**config.mk**
```make
export PLATFORM = sky130hd
export DESIGN_NAME = mse_front_flat
export DESIGN_NICKNAME = d
export VERILOG_FILES = /design/src/hdl/mse_pkg.sv /design/src/hdl/mse_in_if.sv /design/src/hdl/mse_front.sv /design/src/flat_wrapper.sv
export SDC_FILE = /design/constraint.sdc
export NUM_CORES = 1
export LEC_CHECK = 0
export BUFFER_PORTS_ARGS = -buffer_cell sky130_fd_sc_hd__buf_2
export CORE_MARGIN = 2
export CORE_UTILIZATION = 37
export DETAILED_ROUTE_END_ITERATION = 10
export PLACE_DENSITY = 0.94
export SLEW_MARGIN = 30
export SYNTH_ARGS = -nofsm -noshare
export SYNTH_HDL_FRONTEND = slang
export SYNTH_SLANG_ARGS = --single-unit
```
**constraint.sdc**
```tcl
create_clock -name vclk -period 1.4
set_input_delay 0.14 -clock vclk [all_inputs]
set_output_delay 0.14 -clock vclk [all_outputs]
set_load 0.1 [all_outputs]
```
**src/hdl/mse_pkg.sv**
```systemverilog
`timescale 1ns / 1ps
// ----------------------------------------------------------------------------
// mse_pkg
// Shared types and constants of the MIPS subset execute unit: opcode and
// funct codes, the decoded operation set and the queue entry format.
// ----------------------------------------------------------------------------
package mse_pkg;

  localparam int unsigned DMEM_WORDS_DEF = 1024;
  localparam int unsigned QUEUE_DEPTH    = 2;

  // Primary opcodes
  localparam logic [5:0] OPC_SPECIAL = 6'b000000;
  localparam logic [5:0] OPC_J       = 6'b000010;
  localparam logic [5:0] OPC_JAL     = 6'b000011;
  localparam logic [5:0] OPC_BEQ     = 6'b000100;
  localparam logic [5:0] OPC_BNE     = 6'b000101;
  localparam logic [5:0] OPC_ADDI    = 6'b001000;
  localparam logic [5:0] OPC_ADDIU   = 6'b001001;
  localparam logic [5:0] OPC_SLTI    = 6'b001010;
  localparam logic [5:0] OPC_SLTIU   = 6'b001011;
  localparam logic [5:0] OPC_ANDI    = 6'b001100;
  localparam logic [5:0] OPC_ORI     = 6'b001101;
  localparam logic [5:0] OPC_LUI     = 6'b001111;
  localparam logic [5:0] OPC_LW      = 6'b100011;
  localparam logic [5:0] OPC_SW      = 6'b101011;

  // Function codes of the register format
  localparam logic [5:0] FN_SLL     = 6'b000000;
  localparam logic [5:0] FN_SRL     = 6'b000010;
  localparam logic [5:0] FN_JR      = 6'b001000;
  localparam logic [5:0] FN_SYSCALL = 6'b001100;
  localparam logic [5:0] FN_ADD     = 6'b100000;
  localparam logic [5:0] FN_ADDU    = 6'b100001;
  localparam logic [5:0] FN_SUB     = 6'b100010;
  localparam logic [5:0] FN_SUBU    = 6'b100011;
  localparam logic [5:0] FN_AND     = 6'b100100;
  localparam logic [5:0] FN_OR      = 6'b100101;
  localparam logic [5:0] FN_NOR     = 6'b100111;
  localparam logic [5:0] FN_SLT     = 6'b101010;
  localparam logic [5:0] FN_SLTU    = 6'b101011;

  // Register numbers with a fixed role
  localparam logic [4:0] GPR_ZERO = 5'd0;
  localparam logic [4:0] GPR_V0   = 5'd2;
  localparam logic [4:0] GPR_A0   = 5'd4;
  localparam logic [4:0] GPR_RA   = 5'd31;

  // Syscall service codes taken from v0
  localparam logic [31:0] SYS_PRINT_INT = 32'd1;
  localparam logic [31:0] SYS_EXIT      = 32'd10;

  typedef enum logic [1:0] {
    FLT_NONE    = 2'd0,
    FLT_FUNCT   = 2'd1,
    FLT_OPCODE  = 2'd2,
    FLT_SYSCALL = 2'd3
  } fault_e_t;

  typedef enum logic [4:0] {
    OP_SLL, OP_SRL, OP_JR, OP_SYSCALL, OP_ADD, OP_SUB, OP_AND, OP_OR, OP_NOR,
    OP_SLT, OP_SLTU, OP_J, OP_JAL, OP_BEQ, OP_BNE, OP_ADDI, OP_SLTI, OP_SLTIU,
    OP_ANDI, OP_ORI, OP_LUI, OP_LW, OP_SW, OP_BAD_FUNCT, OP_BAD_OPCODE
  } op_e_t;

  typedef struct packed {
    op_e_t       op;
    logic [4:0]  rs;
    logic [4:0]  rt;
    logic [4:0]  wr_idx;
    logic [4:0]  shamt;
    logic [15:0] imm;
    logic [25:0] target;
  } uop_t;

endpackage

```
**src/hdl/mse_in_if.sv**
```systemverilog
`timescale 1ns / 1ps
// ----------------------------------------------------------------------------
// mse_in_if
// Instruction channel: one instruction word per item.
// ----------------------------------------------------------------------------
interface mse_in_if;
  logic        valid;
  logic        ready;
  logic [31:0] instr;

  modport source (output valid, output instr, input ready);
  modport sink   (input valid, input instr, output ready);
endinterface

```
**src/hdl/mse_front.sv**
```systemverilog
`timescale 1ns / 1ps
// ----------------------------------------------------------------------------
// mse_front
// Accepts instruction items, decodes them into operations and pushes them
// into the issue queue.
// ----------------------------------------------------------------------------
module mse_front (
  mse_in_if.sink        req,
  input  logic          clearing,
  input  logic          q_full,
  output logic          push,
  output mse_pkg::uop_t push_uop
);
  import mse_pkg::*;

  logic [5:0] opc;
  logic [5:0] fn;

  assign opc       = req.instr[31:26];
  assign fn        = req.instr[5:0];
  assign req.ready = !clearing && !q_full;
  assign push      = req.valid && req.ready;

  always_comb begin
    push_uop        = '0;
    push_uop.rs     = req.instr[25:21];
    push_uop.rt     = req.instr[20:16];
    push_uop.shamt  = req.instr[10:6];
    push_uop.imm    = req.instr[15:0];
    push_uop.target = req.instr[25:0];
    push_uop.wr_idx = req.instr[20:16];
    push_uop.op     = OP_BAD_OPCODE;
    case (opc)
      OPC_SPECIAL: begin
        push_uop.wr_idx = req.instr[15:11];
        case (fn)
          FN_SLL:           push_uop.op = OP_SLL;
          FN_SRL:           push_uop.op = OP_SRL;
          FN_JR:            push_uop.op = OP_JR;
          FN_SYSCALL:       push_uop.op = OP_SYSCALL;
          FN_ADD, FN_ADDU:  push_uop.op = OP_ADD;
          FN_SUB, FN_SUBU:  push_uop.op = OP_SUB;
          FN_AND:           push_uop.op = OP_AND;
          FN_OR:            push_uop.op = OP_OR;
          FN_NOR:           push_uop.op = OP_NOR;
          FN_SLT:           push_uop.op = OP_SLT;
          FN_SLTU:          push_uop.op = OP_SLTU;
          default:          push_uop.op = OP_BAD_FUNCT;
        endcase
      end
      OPC_J:     push_uop.op = OP_J;
      OPC_JAL: begin
        push_uop.op     = OP_JAL;
        push_uop.wr_idx = GPR_RA;
      end
      OPC_BEQ:   push_uop.op = OP_BEQ;
      OPC_BNE:   push_uop.op = OP_BNE;
      OPC_ADDI, OPC_ADDIU: push_uop.op = OP_ADDI;
      OPC_SLTI:  push_uop.op = OP_SLTI;
      OPC_SLTIU: push_uop.op = OP_SLTIU;
      OPC_ANDI:  push_uop.op = OP_ANDI;
      OPC_ORI:   push_uop.op = OP_ORI;
      OPC_LUI:   push_uop.op = OP_LUI;
      OPC_LW:    push_uop.op = OP_LW;
      OPC_SW:    push_uop.op = OP_SW;
      default:   push_uop.op = OP_BAD_OPCODE;
    endcase
  end

endmodule

```
**src/flat_wrapper.sv**
```systemverilog
// flat-port wrapper written by rule: the top's interface ports become plain ports
module mse_front_flat import mse_pkg::*;
  (clearing, q_full, push, push_uop, req_valid, req_instr, req_ready);
  mse_in_if req_i ();
  input  logic clearing;
  input  logic q_full;
  output logic push;
  output mse_pkg::uop_t push_uop;
  input wire logic [$bits(req_i.valid)-1:0] req_valid;
  input wire logic [$bits(req_i.instr)-1:0] req_instr;
  output wire logic [$bits(req_i.ready)-1:0] req_ready;
  assign req_i.valid = req_valid;
  assign req_i.instr = req_instr;
  assign req_ready = req_i.ready;
  mse_front u_core (.req(req_i), .clearing(clearing), .q_full(q_full), .push(push), .push_uop(push_uop));
endmodule
```
==> metrics.md <==
| Metric | Value |
|---|---|
| Worst relative slew slack | `between 60% and 70%` |
| Initial DRC Count | `20` |
| Drt via density | `4.757` |
| Yosys cell types | `38` |
| RSZ-0062 raised after global routing | `yes` |
| Vias in the first global route | `764` |
| WL final | `2452 um` |
| I/O pins | `104` |
| Peak Freq | `between 0.6 and 0.7 GHz` |
| DRC Markers | `0` |
| Post-DP HPWL | `1969 um` |
| CP arrival | `1.45 ns` |
| Power Dens Cells | `626.4 nW/um^2` |
| Layout filler cell count | `233` |
| Final setup margin | `-0.1894 ns` |
| Max-Cap Viols | `0` |
| Total GRT Usage | `between 10% and 20%` |
| Die X | `55.20 um` |
| GPL Wtd Cong | `0.8337` |
| Worst hold path class | `input port to output pin` |
| CORE AREA | `2477 um^2` |
| CP endpoint kind | `output pin` |
| N_diodes | `0` |
| Outcome | `finished, violations left` |
| Pleak | `0.7372 nW` |
| Setup violators final | `10` |
| Total grt overflow | `0` |
| Synth top area share | `between 40 and 50%` |
| Slew Limit Fails | `0` |
| Syn Inst Count | `138` |
| Port Buffers | `69` |
| Syn-to-layout area delta | `50.45%` |
| Post-DP Area | `1279 um^2` |
| Post-CTS Hold Buffers | `0` |
| Layout cells sized above 1 | `69.77%` |
| First-pass GRT wire length | `3263 um` |
| Initial antenna violation count | `0` |
| DR WL/cell | `12.14 um` |
| Detail Route Antenna Nets | `0` |
| Synth top cells by count | `buf_4 (58), a21oi_1 (8), nand2_1 (7)` |
| Worst-Margin Slew | `0.4919 ns` |
| Register area share after synthesis | `0%` |
| Initial Utilization | `39.14%` |
| Worst vdd ir | `0.5414 mV` |
| Largest area contributor in the netlist | `buf_4` |
| Multi-input logic area | `625.6 um^2` |
| Design area | `1459 um^2` |
| Avg Cell Area, Syn | `7.027 um^2` |
| Synthesized cell area | `~970 um^2` |
| Period utilization | `113.5%` |
| Crit-path max FO | `3` |
| Final setup TNS | `-1.197 ns` |
| Die ar. | `3046 um^2` |
| Min Tclk post-route | `roughly 1.6 ns` |
| Synth top area cells | `buf_4 (45%), mux2i_1 (5.2%), a21oi_1 (4.1%)` |
| Failing checks | `setup timing` |
| CP Data Required Time | `about 1.3 ns` |
| Count leader, synth | `buf_4` |
| Via count | `between 900 and 1000` |
| WS Path Type | `input port to output pin` |
| Pre-CTS worst setup slack | `-0.3959 ns` |
| Crit start category | `input port` |
| Seq cells | `0` |
| Site row count | `18` |
| # clk buffers | `0` |
| Pre-Repair DR Iteration Count | `4` |
| # nets final | `212` |
| Ys Warns | `0` |
| Hold Vio Cnt, Final | `0` |
| Largest net degree at the start of global routing | `11` |
| Sequential Area | `0 um^2` |
| Chip Height | `55.20 um` |
| Synthesized net count | `176` |
==> cell usage in the layout (no fill, tap or decap), drive strengths merged, types with 2 or more instances in the layout <==
master	instances
buf	97
nand2	8
a21oi	8
inv	6
mux2i	5
nor2	5
o21ai	4
nand3	3
or3	3
ha	3
a211o	2
nand3b	2
nor2b	2
nand2b	2
and2b	2
nor3	2
nor4	2
o2bb2ai	2
==> path summary, 6_finish.rpt <==
| check | startpoint | endpoint | slack (ns) | cells past startpoint |
|---|---|---|---|---|
| setup / recovery | req_instr[0] | push_uop[64] | -0.19 | 7 |
| hold / removal | req_instr[6] | push_uop[32] | 0.28 | 0 |
==> metal layers <==
| layer | GRT usage (%) | wire, um |
|---|---|---|
| met4 | 2.033 | 13 |
| met1 | 18.59 | 879 |
| met2 | 25.20 | 1389 |
| met3 | 2.419 | 170 |
| met5 | 0 | 0 |
==> kinds of logic (layout without fill, tap and decap cells) <==
logic type               Yosys count  count (layout)  share of synthesized area [%]
buffers and inverters             69             103                          50.45
AND/OR/NAND/NOR                   32              32                          19.48
AO/OA/AOI/OAI                     26              26                          18.20
multiplexers                       5               5                          5.161
adder cells (fa/ha/maj)            4               4                          4.904
XOR/XNOR                           2               2                          1.807
==> report_power, final <==
part,internal [mW],switching (mW)
sequential,0,0
combinational,0.245,0.669
clock,0,0
==> critical path, stage by stage <==
cell and delay, ns:
buf_8 0.10, buf_4 0.14, or3_4 0.33, a211o_1 0.31, buf_6 0.13, o2bb2ai_4 0.13, buf_12 0.16
==> through the flow <==
step,hold WS [ns],power [mW],utilization [%],cells
after floorplan,0.3771,1.042,-,138
after global placement,0.2811,0.8540,51.62,199
after detailed placement,0.2811,0.8632,51.62,199
after CTS,0.2811,0.9069,57.68,201
after global routing,0.2805,0.9489,58.89,202
final,0.2801,0.9138,58.89,202
==> area by class of cell <==
class | count | share of cell area, %
inverter | 6 | 2.058
multi-input combinational | 69 | 42.88
tap | 30 | 2.573
timing repair buffer | 97 | 52.49
==> timing repair <==
action,in CTS,in global routing
setup buffers,2,1
setup endpoints to repair,10,10
resized for setup,32,6
gates cloned,0,0
pin swaps,9,7
No activity file was read; power rests on OpenSTA's default activity.
