<file path="src/hdl/mse_pkg.sv">
`timescale 1ns / 1ps
// ----------------------------------------------------------------------------
// mse_pkg
// Shared types and constants of the MIPS subset execute unit: opcode and
// funct codes, the decoded operation set and the queue entry format.
// ----------------------------------------------------------------------------
package mse_pkg;

  localparam int unsigned DMEM_WORDS_DEF = 1024;
  localparam int unsigned QUEUE_DEPTH    = 2;

  // Primary opcodes
  localparam logic [5:0] OPC_SPECIAL = 6'b000000;
  localparam logic [5:0] OPC_J       = 6'b000010;
  localparam logic [5:0] OPC_JAL     = 6'b000011;
  localparam logic [5:0] OPC_BEQ     = 6'b000100;
  localparam logic [5:0] OPC_BNE     = 6'b000101;
  localparam logic [5:0] OPC_ADDI    = 6'b001000;
  localparam logic [5:0] OPC_ADDIU   = 6'b001001;
  localparam logic [5:0] OPC_SLTI    = 6'b001010;
  localparam logic [5:0] OPC_SLTIU   = 6'b001011;
  localparam logic [5:0] OPC_ANDI    = 6'b001100;
  localparam logic [5:0] OPC_ORI     = 6'b001101;
  localparam logic [5:0] OPC_LUI     = 6'b001111;
  localparam logic [5:0] OPC_LW      = 6'b100011;
  localparam logic [5:0] OPC_SW      = 6'b101011;

  // Function codes of the register format
  localparam logic [5:0] FN_SLL     = 6'b000000;
  localparam logic [5:0] FN_SRL     = 6'b000010;
  localparam logic [5:0] FN_JR      = 6'b001000;
  localparam logic [5:0] FN_SYSCALL = 6'b001100;
  localparam logic [5:0] FN_ADD     = 6'b100000;
  localparam logic [5:0] FN_ADDU    = 6'b100001;
  localparam logic [5:0] FN_SUB     = 6'b100010;
  localparam logic [5:0] FN_SUBU    = 6'b100011;
  localparam logic [5:0] FN_AND     = 6'b100100;
  localparam logic [5:0] FN_OR      = 6'b100101;
  localparam logic [5:0] FN_NOR     = 6'b100111;
  localparam logic [5:0] FN_SLT     = 6'b101010;
  localparam logic [5:0] FN_SLTU    = 6'b101011;

  // Register numbers with a fixed role
  localparam logic [4:0] GPR_ZERO = 5'd0;
  localparam logic [4:0] GPR_V0   = 5'd2;
  localparam logic [4:0] GPR_A0   = 5'd4;
  localparam logic [4:0] GPR_RA   = 5'd31;

  // Syscall service codes taken from v0
  localparam logic [31:0] SYS_PRINT_INT = 32'd1;
  localparam logic [31:0] SYS_EXIT      = 32'd10;

  typedef enum logic [1:0] {
    FLT_NONE    = 2'd0,
    FLT_FUNCT   = 2'd1,
    FLT_OPCODE  = 2'd2,
    FLT_SYSCALL = 2'd3
  } fault_e_t;

  typedef enum logic [4:0] {
    OP_SLL, OP_SRL, OP_JR, OP_SYSCALL, OP_ADD, OP_SUB, OP_AND, OP_OR, OP_NOR,
    OP_SLT, OP_SLTU, OP_J, OP_JAL, OP_BEQ, OP_BNE, OP_ADDI, OP_SLTI, OP_SLTIU,
    OP_ANDI, OP_ORI, OP_LUI, OP_LW, OP_SW, OP_BAD_FUNCT, OP_BAD_OPCODE
  } op_e_t;

  typedef struct packed {
    op_e_t       op;
    logic [4:0]  rs;
    logic [4:0]  rt;
    logic [4:0]  wr_idx;
    logic [4:0]  shamt;
    logic [15:0] imm;
    logic [25:0] target;
  } uop_t;

endpackage

</file>
<file path="src/hdl/mse_queue.sv">
`timescale 1ns / 1ps
// ----------------------------------------------------------------------------
// mse_queue
// Short issue queue of decoded operations between decode and execute.
// ----------------------------------------------------------------------------
module mse_queue (
  input  logic          clk,
  input  logic          rst,
  input  logic          push,
  input  mse_pkg::uop_t push_uop,
  input  logic          pop,
  output logic          full,
  output logic          not_empty,
  output mse_pkg::uop_t head
);
  import mse_pkg::*;

  localparam int unsigned PW = (QUEUE_DEPTH > 1) ? $clog2(QUEUE_DEPTH) : 1;
  localparam int unsigned CW = $clog2(QUEUE_DEPTH + 1);

  uop_t          slots [QUEUE_DEPTH];
  logic [PW-1:0] wr_ptr;
  logic [PW-1:0] rd_ptr;
  logic [CW-1:0] count;

  assign full      = (count == CW'(QUEUE_DEPTH));
  assign not_empty = (count != '0);
  assign head      = slots[rd_ptr];

  always_ff @(posedge clk) begin
    if (push) begin
      slots[wr_ptr] <= push_uop;
    end
  end

  always_ff @(posedge clk) begin
    if (rst) begin
      wr_ptr <= '0;
      rd_ptr <= '0;
      count  <= '0;
    end else begin
      if (push) begin
        wr_ptr <= (wr_ptr == PW'(QUEUE_DEPTH - 1)) ? '0 : wr_ptr + 1'b1;
      end
      if (pop) begin
        rd_ptr <= (rd_ptr == PW'(QUEUE_DEPTH - 1)) ? '0 : rd_ptr + 1'b1;
      end
      if (push && !pop) begin
        count <= count + 1'b1;
      end else if (pop && !push) begin
        count <= count - 1'b1;
      end
    end
  end

endmodule

</file>
<file path="config.mk">
export PLATFORM = sky130hd
export DESIGN_NAME = mse_queue
export DESIGN_NICKNAME = d
export VERILOG_FILES = /design/src/hdl/mse_pkg.sv /design/src/hdl/mse_queue.sv
export SDC_FILE = /design/constraint.sdc
export NUM_CORES = 1
export LEC_CHECK = 0
export BUFFER_PORTS_ARGS = -buffer_cell sky130_fd_sc_hd__buf_4
export CAP_MARGIN = 20
export CORE_MARGIN = 1.5
export CORE_UTILIZATION = 30
export CTS_BUF_LIST = sky130_fd_sc_hd__clkbuf_4 sky130_fd_sc_hd__clkbuf_8
export DETAILED_ROUTE_END_ITERATION = 10
export PLACE_DENSITY = 0.55
export SYNTH_ARGS = -nofsm -noshare
export SYNTH_HDL_FRONTEND = slang
export SYNTH_SLANG_ARGS = --single-unit
</file>
<file path="constraint.sdc">
create_clock -name clk -period 6.55 [get_ports clk]
set_input_delay 0.655 -clock clk [delete_from_list [all_inputs] [get_ports clk]]
set_output_delay 0.655 -clock clk [all_outputs]
set_load 0.01 [all_outputs]
</file>
==> results of run 1 <==
path summary, 6_finish.rpt:
check,end,cells past startpoint
worst min-delay path,slots[1][8],1
worst max-delay path,head[54],3
worst min register to register,count[1],2
worst max register to register,slots[1][45],1
power by group:
| group | switching [mW] | leakage [nW] | internal [mW] |
|---|---|---|---|
| sequential | 0.0217 | 1.30 | 1.04 |
| combinational | 0.110 | 1.11 | 0.149 |
| clock | 0.322 | 0.211 | 0.421 |
logic make-up after synthesis:
| kind of cell | count (synthesis) | share of synthesized area, % |
|---|---|---|
| compound gates | 2 | 0.1939 |
| simple gates | 9 | 0.9224 |
| mux | 67 | 16.82 |
| buf+inv | 8 | 1.165 |
| flops | 139 | 79.98 |
| xor+xnor | 4 | 0.6796 |
| fa+ha+maj | 1 | 0.2426 |
state kept, by name, indices dropped and copies added, names as in the netlist, named ones only:
register and cells:
rd_ptr 1, wr_ptr 1, count 2, slots 134
Yosys cell counts (all sizes together):
cell | n | area, um2
edfxtp | 134 | 4024
o21ai | 1 | 5.000
nor2b | 1 | 6.260
and2b | 1 | 7.510
mux2 | 67 | 867.1
xnor2 | 2 | 17.52
dfxtp | 5 | 100.1
ha | 1 | 12.51
a21oi | 1 | 5.000
nor2 | 4 | 15.01
or3 | 1 | 6.260
or2 | 1 | 6.260
buf | 7 | 56.30
xor2 | 2 | 17.52
and2 | 1 | 6.260
inv | 1 | 3.750
cell type report:
cell class	instances	area [um2]	share of cell area, %
clock inverter	10	138.9	2.012
tap	220	275.3	3.988
timing repair buffer	141	1079	15.62
clock buffer	22	296.5	4.296
sequential	139	4128	59.80
inverter	1	3.754	0.05438
multi-input combinational	83	982.2	14.23
routing by layer:
layer | vias up | routed length (um) | GRT usage (%)
li1 | 1206 | - | -
met5 | - | 0 | 0
met1 | 1255 | 3854 | 11.47
met3 | 11 | 647 | 4.913
met4 | 0 | 135 | 4.659
met2 | 87 | 4705 | 17.41
cell usage in the layout, fill, tap and decap left out:
cell type,instances
clkinv_2,2
buf_16,1
ha_1,1
o21ai_0,1
xnor2_1,2
and2b_1,1
dfxtp_4,1
dfxtp_1,4
clkinvlp_4,4
xor2_1,2
or3_1,1
edfxtp_1,134
clkbuf_4,1
or2_2,1
mux2_4,30
nor2b_4,1
clkinv_4,1
nor2_1,4
buf_4,140
inv_1,1
clkbuf_8,21
mux2_2,37
a21oi_1,1
bufinv_16,3
and2_4,1
metrics by stage:
stage	setup WS (ns)	util (%)	hold WS (ns)	instance area (um2)
finish	3.966	41.33	0.3931	6903
global route	3.830	41.33	0.3473	6903
CTS	3.678	41.17	0.3499	6875
detailed placement	4.181	38.56	0.5018	6440
global placement	4.184	38.56	0.4730	6440
floorplan	2.452	-	0.4566	5156
==> metrics.txt, run 1 <==
fraction of layout instances using a drive strength above 1 61.62%; Layout Nets ~460; RSZ-0062 raised after global routing no; initial antenna violation count 0; CTS Sinks 139; row cnt 47; fmax approximately 0.39 GHz; GP Congestion roughly 0.66; CTS Buf Count 17; Largest stage delay, worst path 0.66 ns; Syn Std Cell Area 0.005156 mm2; WL final 9.342 mm; # fillers 1557; Ports 140; Clk Latency, worst-skew pair about 0.44 ns; total track usage between 10% and 20%; Vias 2559; vias in the first global route roughly 2700; Startpoint Class flop; clock skew between 0.01 and 0.015 ns; synthesis-to-layout area growth 33.88%; Hold Crit Class in -> reg; Final Total Pwr just over 2 mW; fin. max-slew vios 0; total iterations of the first detailed-routing run 4; DRT antenna net count 0; worst reg2reg setup slack about 4.9 ns; CP arrival 1.93 ns; initial core utilization 30.87%; synth warn 0; Seq/Total Area, Yosys 79.98%; crit path max fanout 37; DRC violations left 0; pwr dens 298.4 mW/mm2; Reg clk slew, reported paths 0.08 ns; sum of negative setup slack 0 ns; FF-to-FF Start wr_ptr; number of synthesized register bits 139; hold buffer count at cts 0; post-CTS setup buffer count 0; IO Port Bufs 139; kind of cell adding the most delay to the critical path flip-flops; synthesized instance count 230; DIE HEIGHT approximately 130 um; Final Setup Violations 0; endpoints failing hold 0; critical path type reg -> out; Leak Pwr 2.621 nW; H-tree levels 4; DR iter-0 viols a little over 100; relative slew slack 35.81%; Vias per Instance around 4.2; Avg WL per Cell approximately 15 um; worst path buffer plus inverter count 2; CP max stage cell dfxtp_4; HPWL after DPL 5.667 mm; CTS tree done; pin count of the biggest net entering global routing 68; Placed Instances 583; Final Critical Period approximately 2.6 ns; global-route wire length before repair 13.88 mm; status complete, no violations; Max VDD drop 0.1552 mV; root buffer cell clkbuf_8; final period utilization 39.45%; WP data required between 5 and 6 ns; Die X ~130 um; number of max-cap violations 0; Post-CTS Resized 0; clock tree buffer depth 2; syn nets 302; Die ar. between 0.015 and 0.02 mm2; Least-Margin Pin Slew 0.9628 ns; CP endpoint kind primary output; syn avg cell area 22.42 um2; n_diodes 0; min-delay src push_uop[8]; gr ovfl total 0; Final Instance Count excl. Fillers 616; Core Footprint 0.01670 mm2; crit-path cells buf_16 -> mux2_2 -> buf_4; distinct cell type count after synthesis 19
Power figures use the tool's default switching activity.
==> run 2, diff against run 1 <==
--- a/config.mk
+++ b/config.mk
@@ -11,7 +11,7 @@
 export CORE_UTILIZATION = 30
 export CTS_BUF_LIST = sky130_fd_sc_hd__clkbuf_4 sky130_fd_sc_hd__clkbuf_8
 export DETAILED_ROUTE_END_ITERATION = 10
-export PLACE_DENSITY = 0.55
+export PLACE_DENSITY = 0.56
 export SYNTH_ARGS = -nofsm -noshare
 export SYNTH_HDL_FRONTEND = slang
 export SYNTH_SLANG_ARGS = --single-unit
==> constraint.sdc (replaced) <==
create_clock -name clk -period 2.3 [get_ports clk]
set_input_delay 0.23 -clock clk [delete_from_list [all_inputs] [get_ports clk]]
set_output_delay 0.23 -clock clk [all_outputs]
set_load 0.01 [all_outputs]
==> metrics.txt, run 2 (synthesized netlist as in run 1, its figures left out) <==
Final Critical Period 1.845 ns; Leak Pwr 2.907 nW (was 2.621 nW); Layout Nets 525 (was 455); Ports 140 (unchanged); crit-path cells buf_12 -> mux2_2 -> buf_4 (was buf_16 -> mux2_2 -> buf_4); Max VDD drop 0.3739 mV (was 0.1552 mV); fin. max-slew vios 0 (unchanged); WHS 0.06061 ns (was 0.3931 ns); critical path type reg -> out (unchanged); CTS tree done (unchanged); Post-CTS Resized 0 (unchanged); FF-to-FF Start wr_ptr (unchanged); gr ovfl total 0 (unchanged); most frequent cells in the layout buf_4, edfxtp_1, dlygate4sd3_1 (was buf_4, edfxtp_1, mux2_2); DR iter-0 viols 114 (was 102); CP max stage cell mux2_2 (was dfxtp_4); # fillers 1469 (was 1557); CTS Buf Count 17 (unchanged); WL final 9.702 mm (was 9.342 mm); DRC violations left 0 (unchanged); sum of negative setup slack 0 ns (unchanged); root buffer cell clkbuf_8 (unchanged); Net Switching 1.254 mW (was 453.4 uW); pre-CTS WS 0.7658 ns (was 4.181 ns); fmax about 0.54 GHz; number of max-cap violations 0 (unchanged); CP endpoint kind primary output (unchanged); global-route wire length before repair 15.15 mm (was 13.88 mm); Power Internal 4.509 mW (was 1.606 mW); Placed Instances 586 (was 583); synthesis-to-layout area growth 46.76% (was 33.88%); H-tree levels 4 (unchanged); status complete, no violations (unchanged); HPWL after DPL 5.889 mm (was 5.667 mm); pin count of the biggest net entering global routing 68 (unchanged); DRT antenna net count 0 (unchanged); clock skew 0.008596 ns (was 0.01120 ns); top flop regs slots x134, count x2 (unchanged); Die X 134.1 um (unchanged); Least-Margin Pin Slew 0.4424 ns (was 0.9628 ns); Die ar. 0.01798 mm2 (unchanged); Multi-input gate area 982.2 um2 (unchanged); Largest stage delay, worst path 0.38 ns (was 0.66 ns); Core Footprint 0.01670 mm2 (unchanged); DIE HEIGHT 134.1 um (unchanged); RSZ-0062 raised after global routing no (unchanged); Net Sw Frac 21.76% (was 22.01%); IO Port Bufs 139 (unchanged); Clk Latency, worst-skew pair 0.43 ns (was 0.44 ns); vias in the first global route 3001 (was 2727); pwr dens 761.6 mW/mm2 (was 298.4 mW/mm2); Worst Reg2Reg Path Length in Cells 2 (was 1); total track usage 11.30% (was 10.48%); final period utilization 80.21%; post-CTS setup buffer count 0 (unchanged); Final Instance Count excl. Fillers 685 (was 616); clock power share 33.0% (was 36.1%); Gate power share 15.1% (was 12.6%); Seq. cell area 0.004128 mm2 (unchanged); sequential group share of total power 51.9% (was 51.4%); clock tree buffer depth 2 (unchanged); relative slew slack 70.51% (was 35.81%); WP data required 2.07 ns (was 5.89 ns); hold buffer count at cts 68 (was 0); endpoints failing hold 0 (unchanged); GP Congestion 0.6612 (was 0.6611); Hold Crit Class in -> reg (unchanged); min-delay src pop (was push_uop[8]); row cnt 47 (unchanged); initial core utilization 30.87% (unchanged); hold depth 3 (was 1); n_diodes 0 (unchanged); Reg clk slew, reported paths 0.07 ns (was 0.08 ns); fraction of layout instances using a drive strength above 1 51.40% (was 61.62%); Vias per Instance 4.201 (was 4.154); Startpoint Class flop (unchanged); initial antenna violation count 0 (unchanged); setup ws final 0.4551 ns (was 3.966 ns); CP arrival 1.61 ns (was 1.93 ns); crit path max fanout 39 (was 37); Vias 2878 (was 2559); Avg WL per Cell 14.16 um (was 15.17 um); Final Setup Violations 0 (unchanged); Largest Register slots (unchanged); commonest non-fill, non-tap cell in the layout buf_4 (unchanged); total iterations of the first detailed-routing run 4 (unchanged); CTS Sinks 139 (unchanged); Largest register FFs 134 (unchanged)
-- run 2: changes by cell type in the layout (fill, tap and decap cells not counted), sizes merged --
cell         before  now
clkinvlp          4    0
clkinv            3   10
clkbuf           22   18
buf             141  143
dlygate4sd3       0   68
-- run 2: cell type report --
cell class                      instances  share of cell area [%]
Timing Repair Buffer                  211                   23.84
Tap cell                              220                   3.638
Clock buffer                           18                   3.191
Clock inverter                         13                   1.753
Sequential cell                       139                   54.55
Inverter                                1                 0.04960
Multi-Input combinational cell         83                   12.98
-- run 2: critical path, delay by kind of cell, from the launching register on --
family                 cells  cell delay, ns
buffers and inverters      2            0.40
multiplexers               1            0.38
flip-flops                 1            0.37
-- run 2: power groups by stage --
stage | registers [mW] | clock network [mW] | logic, mW
final | 2.99 | 1.90 | 0.870
after global routing | 3.00 | 2.09 | 0.939
after CTS | 2.99 | 1.98 | 0.890
after detailed placement | 3.05 | 0 | 0.792
after global placement | 3.04 | 0 | 0.784
after floorplan | 3.04 | 0 | 0.400
-- run 2: path summary, 6_finish.rpt --
path / end / slack (ns)
min: rd_ptr / 0.06
min reg2reg: count[1] / 0.52
max: head[47] / 0.46
max reg2reg: slots[1][11] / 0.77
-- run 2: per-stage QoR --
stage | util [%] | power (mW) | instance area [um2]
4_1_cts | 45.31 | 5.862 | 7567
2_1_floorplan | - | 3.437 | 5165
5_1_grt | 45.31 | 6.030 | 7567
6_report | 45.31 | 5.763 | 7567
3_3_place_gp | 38.99 | 3.824 | 6513
3_5_place_dp | 38.99 | 3.838 | 6513
-- run 2: per-layer routing --
metal	routed length [um]	vias up	part of all wire [%]	GRT usage, %
met1	4062	1425	42	12.78
met5	0	-	0	0
li1	-	1353	-	-
met3	564	8	5.8	4.800
met2	4987	92	51	18.87
met4	88	0	0.91	4.600
